### src/hw/rtl/otc_pkg.sv
// Shared types, codes and rectangle arithmetic for the object table unit.
package otc_pkg;

  localparam int TABLE_ENTRIES = 32;
  localparam int IDX_W         = $clog2(TABLE_ENTRIES);

  localparam logic [2:0] REQ_WRITE   = 3'd0;
  localparam logic [2:0] REQ_MOVE_X  = 3'd1;
  localparam logic [2:0] REQ_MOVE_Y  = 3'd2;
  localparam logic [2:0] REQ_COLLIDE = 3'd3;
  localparam logic [2:0] REQ_HITS    = 3'd4;

  localparam logic [2:0] KIND_NONE          = 3'd0;
  localparam logic [2:0] KIND_PLAYER_TANK   = 3'd1;
  localparam logic [2:0] KIND_ENEMY_TANK    = 3'd2;
  localparam logic [2:0] KIND_OTHER_TANK    = 3'd3;
  localparam logic [2:0] KIND_BLOCK         = 3'd4;
  localparam logic [2:0] KIND_PLAYER_BULLET = 3'd5;
  localparam logic [2:0] KIND_ENEMY_BULLET  = 3'd6;
  localparam logic [2:0] KIND_FREE          = 3'd7;

  localparam logic [4:0] HIT_MAX = 5'd31;

  typedef struct packed {
    logic [2:0]         kind;
    logic [11:0]        h;
    logic [11:0]        w;
    logic signed [12:0] y;
    logic signed [12:0] x;
  } rect_t;

  localparam int RECT_W = $bits(rect_t);

  typedef struct packed {
    logic       clear;
    logic       step;
    logic       count_mode;
    logic [2:0] want_kind;
  } scan_ctrl_t;

  // Inclusive-edge overlap on both axes.
  function automatic logic overlaps(rect_t a, rect_t b);
    logic signed [14:0] ax, ay, bx, by, axe, aye, bxe, bye;
    ax  = {{2{a.x[12]}}, a.x};
    ay  = {{2{a.y[12]}}, a.y};
    bx  = {{2{b.x[12]}}, b.x};
    by  = {{2{b.y[12]}}, b.y};
    axe = ax + {3'b000, a.w};
    aye = ay + {3'b000, a.h};
    bxe = bx + {3'b000, b.w};
    bye = by + {3'b000, b.h};
    return (ax <= bxe) && (axe >= bx) && (ay <= bye) && (aye >= by);
  endfunction

  // Add, clamp below at zero, then clamp above at extent minus size.
  function automatic logic signed [12:0] clamp_move(logic signed [12:0] pos,
                                                    logic [11:0] size,
                                                    logic signed [12:0] delta,
                                                    logic [11:0] extent);
    logic signed [13:0] sum, lim, p;
    sum = {pos[12], pos} + {delta[12], delta};
    lim = {2'b00, extent} - {2'b00, size};
    p   = (sum < 14'sd0) ? 14'sd0 : sum;
    if (p > lim) begin
      p = lim;
    end
    return p[12:0];
  endfunction

endpackage

### src/hw/rtl/otc_table_ram.sv
// Object rectangle store: one write port, one read port with registered data.
module otc_table_ram
  import otc_pkg::*;
(
  input  logic             clk,
  input  logic             wr_en,
  input  logic [IDX_W-1:0] wr_addr,
  input  rect_t            wr_data,
  input  logic [IDX_W-1:0] rd_addr,
  output rect_t            rd_data
);

  logic [RECT_W-1:0] mem [TABLE_ENTRIES];

  always_ff @(posedge clk) begin
    if (wr_en) begin
      mem[wr_addr] <= wr_data;
    end
  end

  always_ff @(posedge clk) begin
    rd_data <= rect_t'(mem[rd_addr]);
  end

endmodule

### src/hw/rtl/otc_scan.sv
// Per-entry overlap test and collision / hit accumulation during a table scan.
module otc_scan
  import otc_pkg::*;
(
  input  logic       clk,
  input  logic       rst,
  input  scan_ctrl_t ctrl,
  input  rect_t      subj,
  input  rect_t      cand,
  input  logic       cand_valid,
  input  logic       cand_self,
  output logic       collided,
  output logic [4:0] hit_count
);

  logic solid_kind;
  logic hit;

  assign solid_kind = (cand.kind == KIND_PLAYER_TANK) || (cand.kind == KIND_ENEMY_TANK) ||
                      (cand.kind == KIND_OTHER_TANK) || (cand.kind == KIND_BLOCK);

  always_comb begin
    if (ctrl.count_mode) begin
      hit = cand_valid && (cand.kind == ctrl.want_kind) && overlaps(subj, cand);
    end else begin
      hit = cand_valid && !cand_self && solid_kind && overlaps(subj, cand);
    end
  end

  always_ff @(posedge clk) begin
    if (rst || ctrl.clear) begin
      collided  <= 1'b0;
      hit_count <= '0;
    end else if (ctrl.step && hit) begin
      if (ctrl.count_mode) begin
        // saturate the count
        if (hit_count != HIT_MAX) begin
          hit_count <= hit_count + 5'd1;
        end
      end else begin
        collided <= 1'b1;
      end
    end
  end

endmodule

### src/hw/rtl/object_table_clamped_move_and_collision_unit.sv
// Top level of the object table unit: request sequencer, output register, registers.
//
// The unit holds a table of object rectangles in a single-port-write, registered-read
// memory with valid bits in flip-flops cleared by reset. A request on the s_ side is
// taken only while the unit is idle and answers with exactly one result on the m_ side.
// A write is stored when it is accepted and then gives its result; a move or a request
// on an absent entry goes through read, modify and write back, then result. A collision
// test on a live entry, or a bullet count on a live player or enemy tank, also reads
// every table entry through the memory read port, one per cycle. A new request
// can be taken as soon as the result has been loaded into the output register.
// Registers extent_x (index 0) and extent_y (index 1) are written through cfg_we/cfg_index/
// cfg_data; the user must write them only while the unit is idle, the block does not enforce it.
module object_table_clamped_move_and_collision_unit
  import otc_pkg::*;
(
  input  logic        clk,
  input  logic        rst,
  input  logic        s_tvalid,
  output logic        s_tready,
  // slot[4:0], delta[17:5], load_x[30:18], load_y[43:31], load_w[55:44],
  // load_h[67:56], load_kind[70:68], zero pad[71]
  input  logic [71:0] s_tdata,
  // req_type[2:0]
  input  logic [2:0]  s_tuser,
  output logic        m_tvalid,
  input  logic        m_tready,
  // new_position[12:0], collided[13], hit_count[18:14], zero pad[23:19]
  output logic [23:0] m_tdata,
  input  logic        cfg_we,
  input  logic        cfg_index,
  input  logic [11:0] cfg_data
);

  localparam logic [1:0] S_IDLE = 2'd0;
  localparam logic [1:0] S_SUBJ = 2'd1;
  localparam logic [1:0] S_SCAN = 2'd2;
  localparam logic [1:0] S_DONE = 2'd3;

  localparam logic       CFG_WIDTH  = 1'b0;
  localparam logic       CFG_HEIGHT = 1'b1;
  localparam logic [IDX_W-1:0] LAST_IDX = IDX_W'(TABLE_ENTRIES - 1);

  logic [1:0]               state;
  logic [11:0]              extent_x;
  logic [11:0]              extent_y;
  logic [TABLE_ENTRIES-1:0] valid;

  logic [2:0]               req_q;
  logic [IDX_W-1:0]         slot_q;
  logic                     live_q;
  logic signed [12:0]       delta_q;
  logic [2:0]               want_q;
  logic [IDX_W-1:0]         scan_idx;
  rect_t                    subj;
  logic signed [12:0]       res_pos;

  logic signed [12:0]       out_pos;
  logic                     out_coll;
  logic [4:0]               out_hits;

  // request unpacking
  logic [2:0]         in_type;
  logic [4:0]         in_slot;
  logic signed [12:0] in_delta;
  rect_t              in_rect;
  logic [IDX_W-1:0]   in_idx;
  logic               in_range;
  logic               in_accept;

  assign in_type      = s_tuser;
  assign in_slot      = s_tdata[4:0];
  assign in_delta     = s_tdata[17:5];
  assign in_rect.x    = s_tdata[30:18];
  assign in_rect.y    = s_tdata[43:31];
  assign in_rect.w    = s_tdata[55:44];
  assign in_rect.h    = s_tdata[67:56];
  assign in_rect.kind = s_tdata[70:68];
  assign in_idx       = IDX_W'(in_slot);
  assign in_range     = 32'(in_slot) < TABLE_ENTRIES;

  assign s_tready  = (state == S_IDLE);
  assign in_accept = s_tvalid && s_tready;

  // memory ports and scan control
  logic             wr_en;
  logic [IDX_W-1:0] wr_addr;
  rect_t            wr_data;
  logic [IDX_W-1:0] rd_addr;
  rect_t            rd_data;
  scan_ctrl_t       sc;
  logic             scan_coll;
  logic [4:0]       scan_hits;

  logic               is_move;
  logic signed [12:0] move_pos;
  rect_t              moved;
  logic [2:0]         want;
  logic               out_load;

  assign is_move = (req_q == REQ_MOVE_X) || (req_q == REQ_MOVE_Y);

  always_comb begin
    if (req_q == REQ_MOVE_X) begin
      move_pos = clamp_move(rd_data.x, rd_data.w, delta_q, extent_x);
    end else begin
      move_pos = clamp_move(rd_data.y, rd_data.h, delta_q, extent_y);
    end
    moved = rd_data;
    if (req_q == REQ_MOVE_X) begin
      moved.x = move_pos;
    end else begin
      moved.y = move_pos;
    end
  end

  always_comb begin
    case (rd_data.kind)
      KIND_ENEMY_TANK:  want = KIND_PLAYER_BULLET;
      KIND_PLAYER_TANK: want = KIND_ENEMY_BULLET;
      default:          want = KIND_NONE;
    endcase
  end

  always_comb begin
    rd_addr = in_idx;
    wr_en   = 1'b0;
    wr_addr = in_idx;
    wr_data = in_rect;
    sc      = '0;
    case (state)
      S_IDLE: begin
        wr_en = in_accept && (in_type == REQ_WRITE) && in_range;
      end
      S_SUBJ: begin
        rd_addr  = '0;
        sc.clear = 1'b1;
        wr_addr  = slot_q;
        wr_data  = moved;
        wr_en    = live_q && is_move;
      end
      S_SCAN: begin
        rd_addr       = scan_idx + 1'b1;
        sc.step       = 1'b1;
        sc.count_mode = (req_q == REQ_HITS);
        sc.want_kind  = want_q;
      end
      default: begin
      end
    endcase
  end

  assign out_load = (state == S_DONE) && (!m_tvalid || m_tready);

  otc_table_ram u_ram (
    .clk     (clk),
    .wr_en   (wr_en),
    .wr_addr (wr_addr),
    .wr_data (wr_data),
    .rd_addr (rd_addr),
    .rd_data (rd_data)
  );

  otc_scan u_scan (
    .clk        (clk),
    .rst        (rst),
    .ctrl       (sc),
    .subj       (subj),
    .cand       (rd_data),
    .cand_valid (valid[scan_idx]),
    .cand_self  (scan_idx == slot_q),
    .collided   (scan_coll),
    .hit_count  (scan_hits)
  );

  always_ff @(posedge clk) begin
    if (rst) begin
      state    <= S_IDLE;
      valid    <= '0;
      m_tvalid <= 1'b0;
      extent_x <= 12'd640;
      extent_y <= 12'd480;
    end else begin
      if (cfg_we) begin
        case (cfg_index)
          CFG_WIDTH:  extent_x <= cfg_data;
          CFG_HEIGHT: extent_y <= cfg_data;
          default: begin
          end
        endcase
      end

      if (out_load) begin
        m_tvalid <= 1'b1;
      end else if (m_tready) begin
        m_tvalid <= 1'b0;
      end

      case (state)
        S_IDLE: begin
          if (in_accept) begin
            // entries leave the table when written as free
            if ((in_type == REQ_WRITE) && in_range) begin
              valid[in_idx] <= (in_rect.kind != KIND_FREE);
            end
            state <= S_SUBJ;
          end
        end
        S_SUBJ: begin
          scan_idx <= '0;
          if (live_q && ((req_q == REQ_COLLIDE) ||
                         ((req_q == REQ_HITS) && (want != KIND_NONE)))) begin
            state <= S_SCAN;
          end else begin
            state <= S_DONE;
          end
        end
        S_SCAN: begin
          scan_idx <= scan_idx + 1'b1;
          if (scan_idx == LAST_IDX) begin
            state <= S_DONE;
          end
        end
        S_DONE: begin
          if (out_load) begin
            state <= S_IDLE;
          end
        end
        default: begin
          state <= S_IDLE;
        end
      endcase
    end
  end

  // payload registers
  always_ff @(posedge clk) begin
    if (in_accept) begin
      req_q   <= in_type;
      slot_q  <= in_idx;
      delta_q <= in_delta;
      live_q  <= in_range && valid[in_idx];
    end
    if (state == S_SUBJ) begin
      subj    <= rd_data;
      want_q  <= want;
      res_pos <= (live_q && is_move) ? move_pos : 13'sd0;
    end
    if (out_load) begin
      out_pos  <= res_pos;
      out_coll <= scan_coll;
      out_hits <= scan_hits;
    end
  end

  assign m_tdata = {5'b00000, out_hits, out_coll, out_pos};

`ifndef SYNTHESIS
  a_scan_ends: assert property (@(posedge clk) disable iff (rst)
    (state == S_SCAN && scan_idx == LAST_IDX) |=> (state == S_DONE))
    else $error("scan did not end after the last entry");

  a_pos_zero: assert property (@(posedge clk) disable iff (rst)
    (state == S_DONE && req_q != REQ_MOVE_X && req_q != REQ_MOVE_Y) |-> (res_pos == 13'sd0))
    else $error("nonzero position on a request that is not a move");

  a_one_kind: assert property (@(posedge clk) disable iff (rst)
    m_tvalid |-> !(m_tdata[13] && (m_tdata[18:14] != 5'd0)))
    else $error("collision flag and hit count both set");

  a_write_valid: assert property (@(posedge clk) disable iff (rst)
    (in_accept && in_type == REQ_WRITE && in_range && in_rect.kind != KIND_FREE)
      |=> valid[slot_q])
    else $error("written entry not marked valid");
`endif

endmodule
### config.mk
export PLATFORM = sky130hd
export DESIGN_NAME = object_table_clamped_move_and_collision_unit
export DESIGN_NICKNAME = d
export VERILOG_FILES = /design/src/hw/rtl/otc_pkg.sv /design/src/hw/rtl/otc_table_ram.sv /design/src/hw/rtl/otc_scan.sv /design/src/hw/rtl/object_table_clamped_move_and_collision_unit.sv
export SDC_FILE = /design/constraint.sdc
export NUM_CORES = 2
export LEC_CHECK = 0
export ABC_CLOCK_PERIOD_IN_PS = 7520
export BUFFER_PORTS_ARGS = -buffer_cell sky130_fd_sc_hd__buf_2
export CELL_PAD_IN_SITES_DETAIL_PLACEMENT = 1
export CELL_PAD_IN_SITES_GLOBAL_PLACEMENT = 2
export CORE_MARGIN = 5
export CORE_UTILIZATION = 45
export CTS_CLUSTER_SIZE = 20
export DETAILED_ROUTE_END_ITERATION = 10
export MAX_ROUTING_LAYER = met4
export PLACE_DENSITY = 0.82
export SYNTH_ARGS = -nofsm -noshare
export SYNTH_HDL_FRONTEND = slang
export SYNTH_SLANG_ARGS = --single-unit
### constraint.sdc
create_clock -name clk -period 7.52 [get_ports clk]
set_clock_uncertainty 0.05 [all_clocks]
set_input_delay 0.752 -clock clk [delete_from_list [all_inputs] [get_ports clk]]
set_output_delay 0.752 -clock clk [all_outputs]
set_load 0.01 [all_outputs]
* Word-level counts from Yosys, hierarchy flattened
Memory sizes are Yosys's and may differ from the RTL's. A register that Yosys moved wholly into a read port is not among the register bits. Cells that the tools add are included.
Cells by class: reductions and logical operators 37, add/sub/neg operators 10, multiplexer cells 32, bitwise gates (word level) 3, equal/unequal tests 19, magnitude comparators 11
Operator list (number):
- 13-bit by 13-bit adder with 14-bit output | 6
- 13-bit two-way mux | 5
- 53-bit two-way mux | 1
- 32-bit bitwise mux | 1
- 14-bit by 13-bit greater-or-equal comparator with 1-bit output | 2
- 14-bit by 13-bit greater-than comparator with 1-bit output | 2
- 13-bit by 14-bit less-or-equal comparator with 1-bit output | 2
- 14-bit by 1-bit < comparator with 1-bit output (second input constant) | 2
- 14-bit two-way mux | 2
- 12-bit by 12-bit subtractor with 13-bit output | 2
- 5-bit case mux with 2 select lines | 2
- 1-bit logical AND | 16
- 3-bit by 2-bit equality test with 1-bit output (second input constant) | 4
- 5-bit by 6-bit < comparator with 1-bit output (second input constant) | 2
- 5-bit by 1-bit adder with 5-bit output (second input constant) | 2
- 1-bit binary-select mux with 5-bit select | 2
- 1-bit two-way mux | 10
- 5-bit two-way mux | 2
- 3-bit AND reduction | 3
- 2-bit case mux with 4 select lines | 1
- 2-bit AND reduction | 4
- 1-bit logical OR | 7
- 3-bit by 1-bit equality test with 1-bit output (second input constant) | 2
- 3-bit equality test (second input constant) | 2
- 20 further kinds | 28
Storage, ports and cells: input bits 93, memories kept 1, word-level logic and storage cells 134, bits in writable memories 1696, bits in registers 177, output and inout port bits 26
Memories:
- u_ram.mem | depth 32, width 53, rd ports 1, clocked after Yosys merged registers in 1, wr ports 1, RTL line otc_table_ram.sv:13 | logic [RECT_W-1:0] mem [TABLE_ENTRIES];

* Logic depth before layout (Yosys ltp)
depth after elaboration 9, mapped depth 21, depth with buffers taken out 21

* By module
A second synthesis with hierarchy kept.
Unflattened totals: cell total of the unflattened synthesis 5330, area total of the unflattened synthesis 81609.5 um^2
By module, submodules not included:
- otc_table_ram | area an instance 66746.5 um^2, instances 1, cells each 3711
- object_table_clamped_move_and_collision_unit | area an instance 11069.4 um^2, instances 1, cells each 1125
- otc_scan | area an instance 3793.6 um^2, instances 1, cells each 494

* Worst setup path after synthesis
No wires, ideal clock.
kind register -> register, start register state[1], end memory u_ram.mem[24][0] in the netlist's numbering, enable pin, path buffers 2, setup slack 1.612 ns, data required time 7.006 ns, cell stages (with the launch flop) 8, arrival 5.394 ns, period minus slack after synthesis 5.908 ns, cells stage by stage dfxtp_1 inv_1 ha_1 clkbuf_1 clkbuf_1 mux2i_1 nand2_1 nor2_1
Between the ends: word-level cells in the longest chain between the ends 6, elaborated cells between the ends (all ways) 8, those cells by class 1 x eq/ne; 4 x mux; 3 x reduce/logical
Ends and longest elaborated chain:
- start, declared | RTL line object_table_clamped_move_and_collision_unit.sv:43 | logic [1:0] state;
- start signal, assigned | RTL line object_table_clamped_move_and_collision_unit.sv:177 | state <= S_IDLE;
- start signal, assigned | RTL line object_table_clamped_move_and_collision_unit.sv:205 | state <= S_SUBJ;
- start signal, assigned | RTL line object_table_clamped_move_and_collision_unit.sv:212 | state <= S_SCAN;
- 2-bit logical NOT | RTL line object_table_clamped_move_and_collision_unit.sv:81, object_table_clamped_move_and_collision_unit.sv:130
- 1-bit logical AND | RTL line object_table_clamped_move_and_collision_unit.sv:82 | assign in_accept = s_tvalid && s_tready;
- 1-bit logical AND | RTL line object_table_clamped_move_and_collision_unit.sv:132 | wr_en = in_accept && (in_type == REQ_WRITE) && in_range;
- 1-bit case mux with 2 select lines | RTL line object_table_clamped_move_and_collision_unit.sv:130 | case (state)
- 1-bit two-way mux | RTL line otc_table_ram.sv:16 | if (wr_en) begin
- 1-bit two-way mux (not written as such) | RTL line otc_table_ram.sv:17 | mem[wr_addr] <= wr_data;
- end, declared | RTL line otc_table_ram.sv:13
Several ways; a longest one is shown, not always the timed one.

==> metrics.md <==
| Metric | Value |
|---|---|
| Total track usage | 25.4% |
| Start point of the critical path | delta_q[2]$_DFFE_PP_ |
| Post-DP HPWL | 136,000 µm |
| FILL cells | 16,493 |
| Total number of H-tree levels | 4 |
| Sum of routed wire length over all layers | 231,000 µm |
| Final non-filler cell total | 7,503 |
| Async set-or-reset flop fraction in the synthesized netlist | 0% |
| DR pass1 iterations | 5 |
| Setup Fix Bufs, Post-CTS | 0 |
| Clk_lat worst skew | 0.84 ns |
| Die height | 433 µm |
| Maximum number of buffers from clock root to sink | 3 |
| Post-Syn Instances | 4,771 |
| Number of buffers created by CTS | 188 |
| Via count of the first global-routing pass | 47,597 |
| Top achievable clock speed | 157 MHz |
| Number of buffer and inverter stages on the critical path | 1 |
| Site Rows | 155 |
| Max-Slew Margin vs Limit | 14.0% |
| IO Port Bufs | 112 |
| DRT iter0 DRCs | 4,907 |
| Vias/cell | 6.10 |
| Resized cells post-CTS | 0 |
| Library cell occupying the most area in the post-synthesis netlist | edfxtp_1 |
| Clock tree from TritonCTS | built |
| Share of cells above drive strength 1 | 21.3% |
| Period utilisation layout | 84.6% |
| DRC violation count after routing | 0 |
| Clock Sink Count | 1,926 |
| Capture point of the worst reg-to-reg path | u_ram.mem[21][14]$_DFFE_PP_ |
| CP max FO | 32 |
| Placeable core region | 178,000 µm² |
| Clk pin slew, worst setup/hold paths | 0.07 ns |
| # IOs | 119 |
| Critical path launch point type | flop |
| Kind of end point of the critical path | flop |
| Clock root buffer | clkbuf_16 |
| Global route overflow | 0 |
| Run status | completed |
| Top Family by Delay on Critical Path | compound AO/OA/AOI/OAI gates |
| Flop and latch count out of synthesis | 1,926 |
| Cell variety after synth | 81 |
| Largest net degree at the start of global routing | 138 |
| Routability congestion estimate from global placement | 0.881 |
| Unrepaired setup endpoints after global routing | no |
| Die Footprint | 187,000 µm² |
| Crit path time final | 6.37 ns |
| Syn avg cell area | 16.8 µm² |
| Post-layout nets | 5,267 |
| Syn Std Cell Area | 80,400 µm² |
| Biggest area contributors in the synthesized netlist | edfxtp_1, mux4_2, dfxtp_1 |
| Number of warnings issued by yosys | 0 |
| Starting utilization of the core area | 45.1% |
| DR WL/cell | 30.8 µm |
| Setup slack on the worst flop-to-flop path | 1.15 ns |
| Leak pwr | 30.6 nW |
| Peak per-stage delay on the critical path | 0.89 ns |
| Routed Antenna Nets | 0 |
| R2R cell count | 18 |
| Final Hold Violating Endpoints | 0 |
| Global-route wire length before repair | 336,000 µm |
| Required time of the critical path | 7.92 ns |
| Horizontal die dimension | 433 µm |
| Cell count after placement | 7,144 |
| Critical Path Slowest Stage Cell | a21o_1 |
| Largest vdd supply drop | 0.472 mV |
| Crit path arrival time | 6.77 ns |
| Via count | 45,741 |
| Fraction of post-synthesis cell area in the top cell type by area | 67.6% |
| Initial antenna violation count | 9 |
| Post-synth EDFFs | 1,808 |
| Critical Path, Cell by Cell | ha_1 > o21ai_0 > o21ai_1 > a21oi_1 > o31a_1 > a31oi_1 > buf_4 > nor3b_1 > ha_1 > a21o_1 > a21o_1 > a211oi_1 > o211ai_1 > o311a_1 > nor4_4 > mux2i_1 > a21oi_1 > a21o_1 |
| Worst R2R Start | delta_q[2]$_DFFE_PP_ |
| Cell Pwr Density | 420 nW/µm² |
| Tightest Pin Transition | 1.28 ns |
| Setup_tns | 0 ns |
| Critical path start-end classification | reg2reg |
| Top cell by count, worst path | a21o_1 |
| Relative area change from synthesis to final layout | 13.2% |
| Most instantiated flip-flop cell in the synthesis netlist | edfxtp_1 |
| Max capacitance violation total | 0 |
| Critical path capture point | u_ram.mem[21][14]$_DFFE_PP_ |
| Path category of the worst min-delay check | in2reg |
| Part of the Yosys area used for sequential elements | 70.5% |
| Final setup violation count | 0 |
| Slew Limit Fails | 0 |
| CP Depth | 18 |
[Yosys cell counts, drive strengths merged (10+ instances only)]
master and number:
and2 11, nand4 17, nor3 79, nor4 13, o31ai 11, edfxtp 1808, mux2 33, o21ai 131
o21a 23, a31oi 10, buf 67, a211oi 29, nand2b 30, nand3 298, ha 185, a21o 27
nor2 163, mux4 444, nor2b 31, a21oi 106, xnor2 46, dfxtp 118, xor2 34, mux2i 31
inv 108, o2bb2ai 19, nand2 613, clkbuf 167
[metal layers]
metal / up-vias / track usage (%) / wire, µm / share of wire, %
met1: 24218 / 33.9 / 93400 / 40
met3: 351 / 3.97 / 17400 / 7.5
met4: 0 / 7.76 / 7050 / 3.0
li1: 19130 / - / - / -
met2: 2042 / 40.8 / 113000 / 49
met5: - / - / 0 / 0
[cells in the final DEF, fill, tap and decap left out, types with 12 or more instances in the layout]
cell type	n
mux2_2	30
clkinv_1	28
mux2i_1	26
a21o_1	26
nand3_1	298
nor2b_1	30
a211oi_1	29
dfxtp_1	118
clkbuf_16	189
clkbuf_1	35
nand2_1	613
a21oi_1	101
nor3_1	79
nor4_1	12
clkinv_2	37
mux4_2	444
clkinvlp_4	12
xor2_1	34
o2bb2ai_2	18
bufinv_16	25
inv_1	106
o21a_1	23
nand2b_1	30
nor2_1	131
o21ai_0	128
buf_2	112
edfxtp_1	1808
nand4_1	16
xnor2_1	46
buf_4	127
nor2_4	32
ha_1	184
[registers in the layout (all words and copies together) (netlist names)]
register and cells:
u_scan.collided 1, u_ram.rd_data 53, out_coll 1, live_q 1, res_pos 13, u_ram.mem 1696, extent_x 12, out_pos 13
subj 50, state 2, delta_q 13, out_hits 5, slot_q 5, scan_idx 5, req_q 3, want_q 3
extent_y 12, valid 32, m_tvalid 1, u_scan.hit_count 5
[report_power, final]
| group | internal, W | switching, W |
|---|---|---|
| logic | 0.00551 | 0.00901 |
| clock network | 0.00561 | 0.00412 |
| registers | 0.0134 | 0.000563 |
[worst min-delay path by stage]
stage          cells past startpoint               endpoint                       from
5_1_grt                            1  delta_q[10]$_DFFE_PP_                s_tdata[15]
3_5_place_dp                       0  out_pos[11]$_DFFE_PP_  res_pos[11]$_SDFFCE_PN0P_
2_1_floorplan                      0   out_pos[0]$_DFFE_PP_   res_pos[0]$_SDFFCE_PN0P_
4_1_cts                            1  delta_q[10]$_DFFE_PP_                s_tdata[15]
6_report                           1  delta_q[10]$_DFFE_PP_                s_tdata[15]
3_3_place_gp                       0  out_pos[11]$_DFFE_PP_  res_pos[11]$_SDFFCE_PN0P_
[final cells by class]
class	instances	area [µm²]	share of cell area [%]
Timing Repair Buffer	250	1710	1.88
Tap cell	2355	2950	3.24
Antenna cell	5	12.5	0.0138
Sequential cell	1926	56700	62.3
Clock buffer	235	5010	5.51
Clock inverter	117	1350	1.49
Inverter	108	405	0.446
Multi-Input combinational cell	2507	22900	25.1
[what timing repair did]
action	in CTS	in global routing
hold buffers	2	0
setup endpoints to repair	0	0
endpoints found under the hold margin	2	0
[logic make-up (layout without fill, tap and decap cells)]
| family | after synthesis | after routing | share of synthesized area [%] |
|---|---|---|---|
| compound gates | 420 | 420 | 3.35 |
| buf+inv | 342 | 710 | 1.71 |
| mux | 508 | 508 | 13.3 |
| flops | 1926 | 1926 | 70.5 |
| simple gates | 1301 | 1301 | 7.19 |
| fa+ha+maj | 193 | 193 | 3.08 |
| other cells | 1 | 10 | 0.00467 |
| xor+xnor | 80 | 80 | 0.872 |
[stage by stage]
stage                     util (%)  hold slack [ns]  cell area, µm²  worst slack, ns  total power [W]
final                         51.1           0.0670           91000             1.15           0.0382
after global routing          51.1           0.0219           91000            0.931           0.0402
after CTS                     51.1         0.000370           90900             1.35           0.0384
after detailed placement      47.5            0.358           84600             1.49           0.0286
after global placement        47.5            0.354           84600             1.61           0.0282
after floorplan                  -            0.350           80400             1.61           0.0238
No activity file was read; power rests on OpenSTA's default activity.
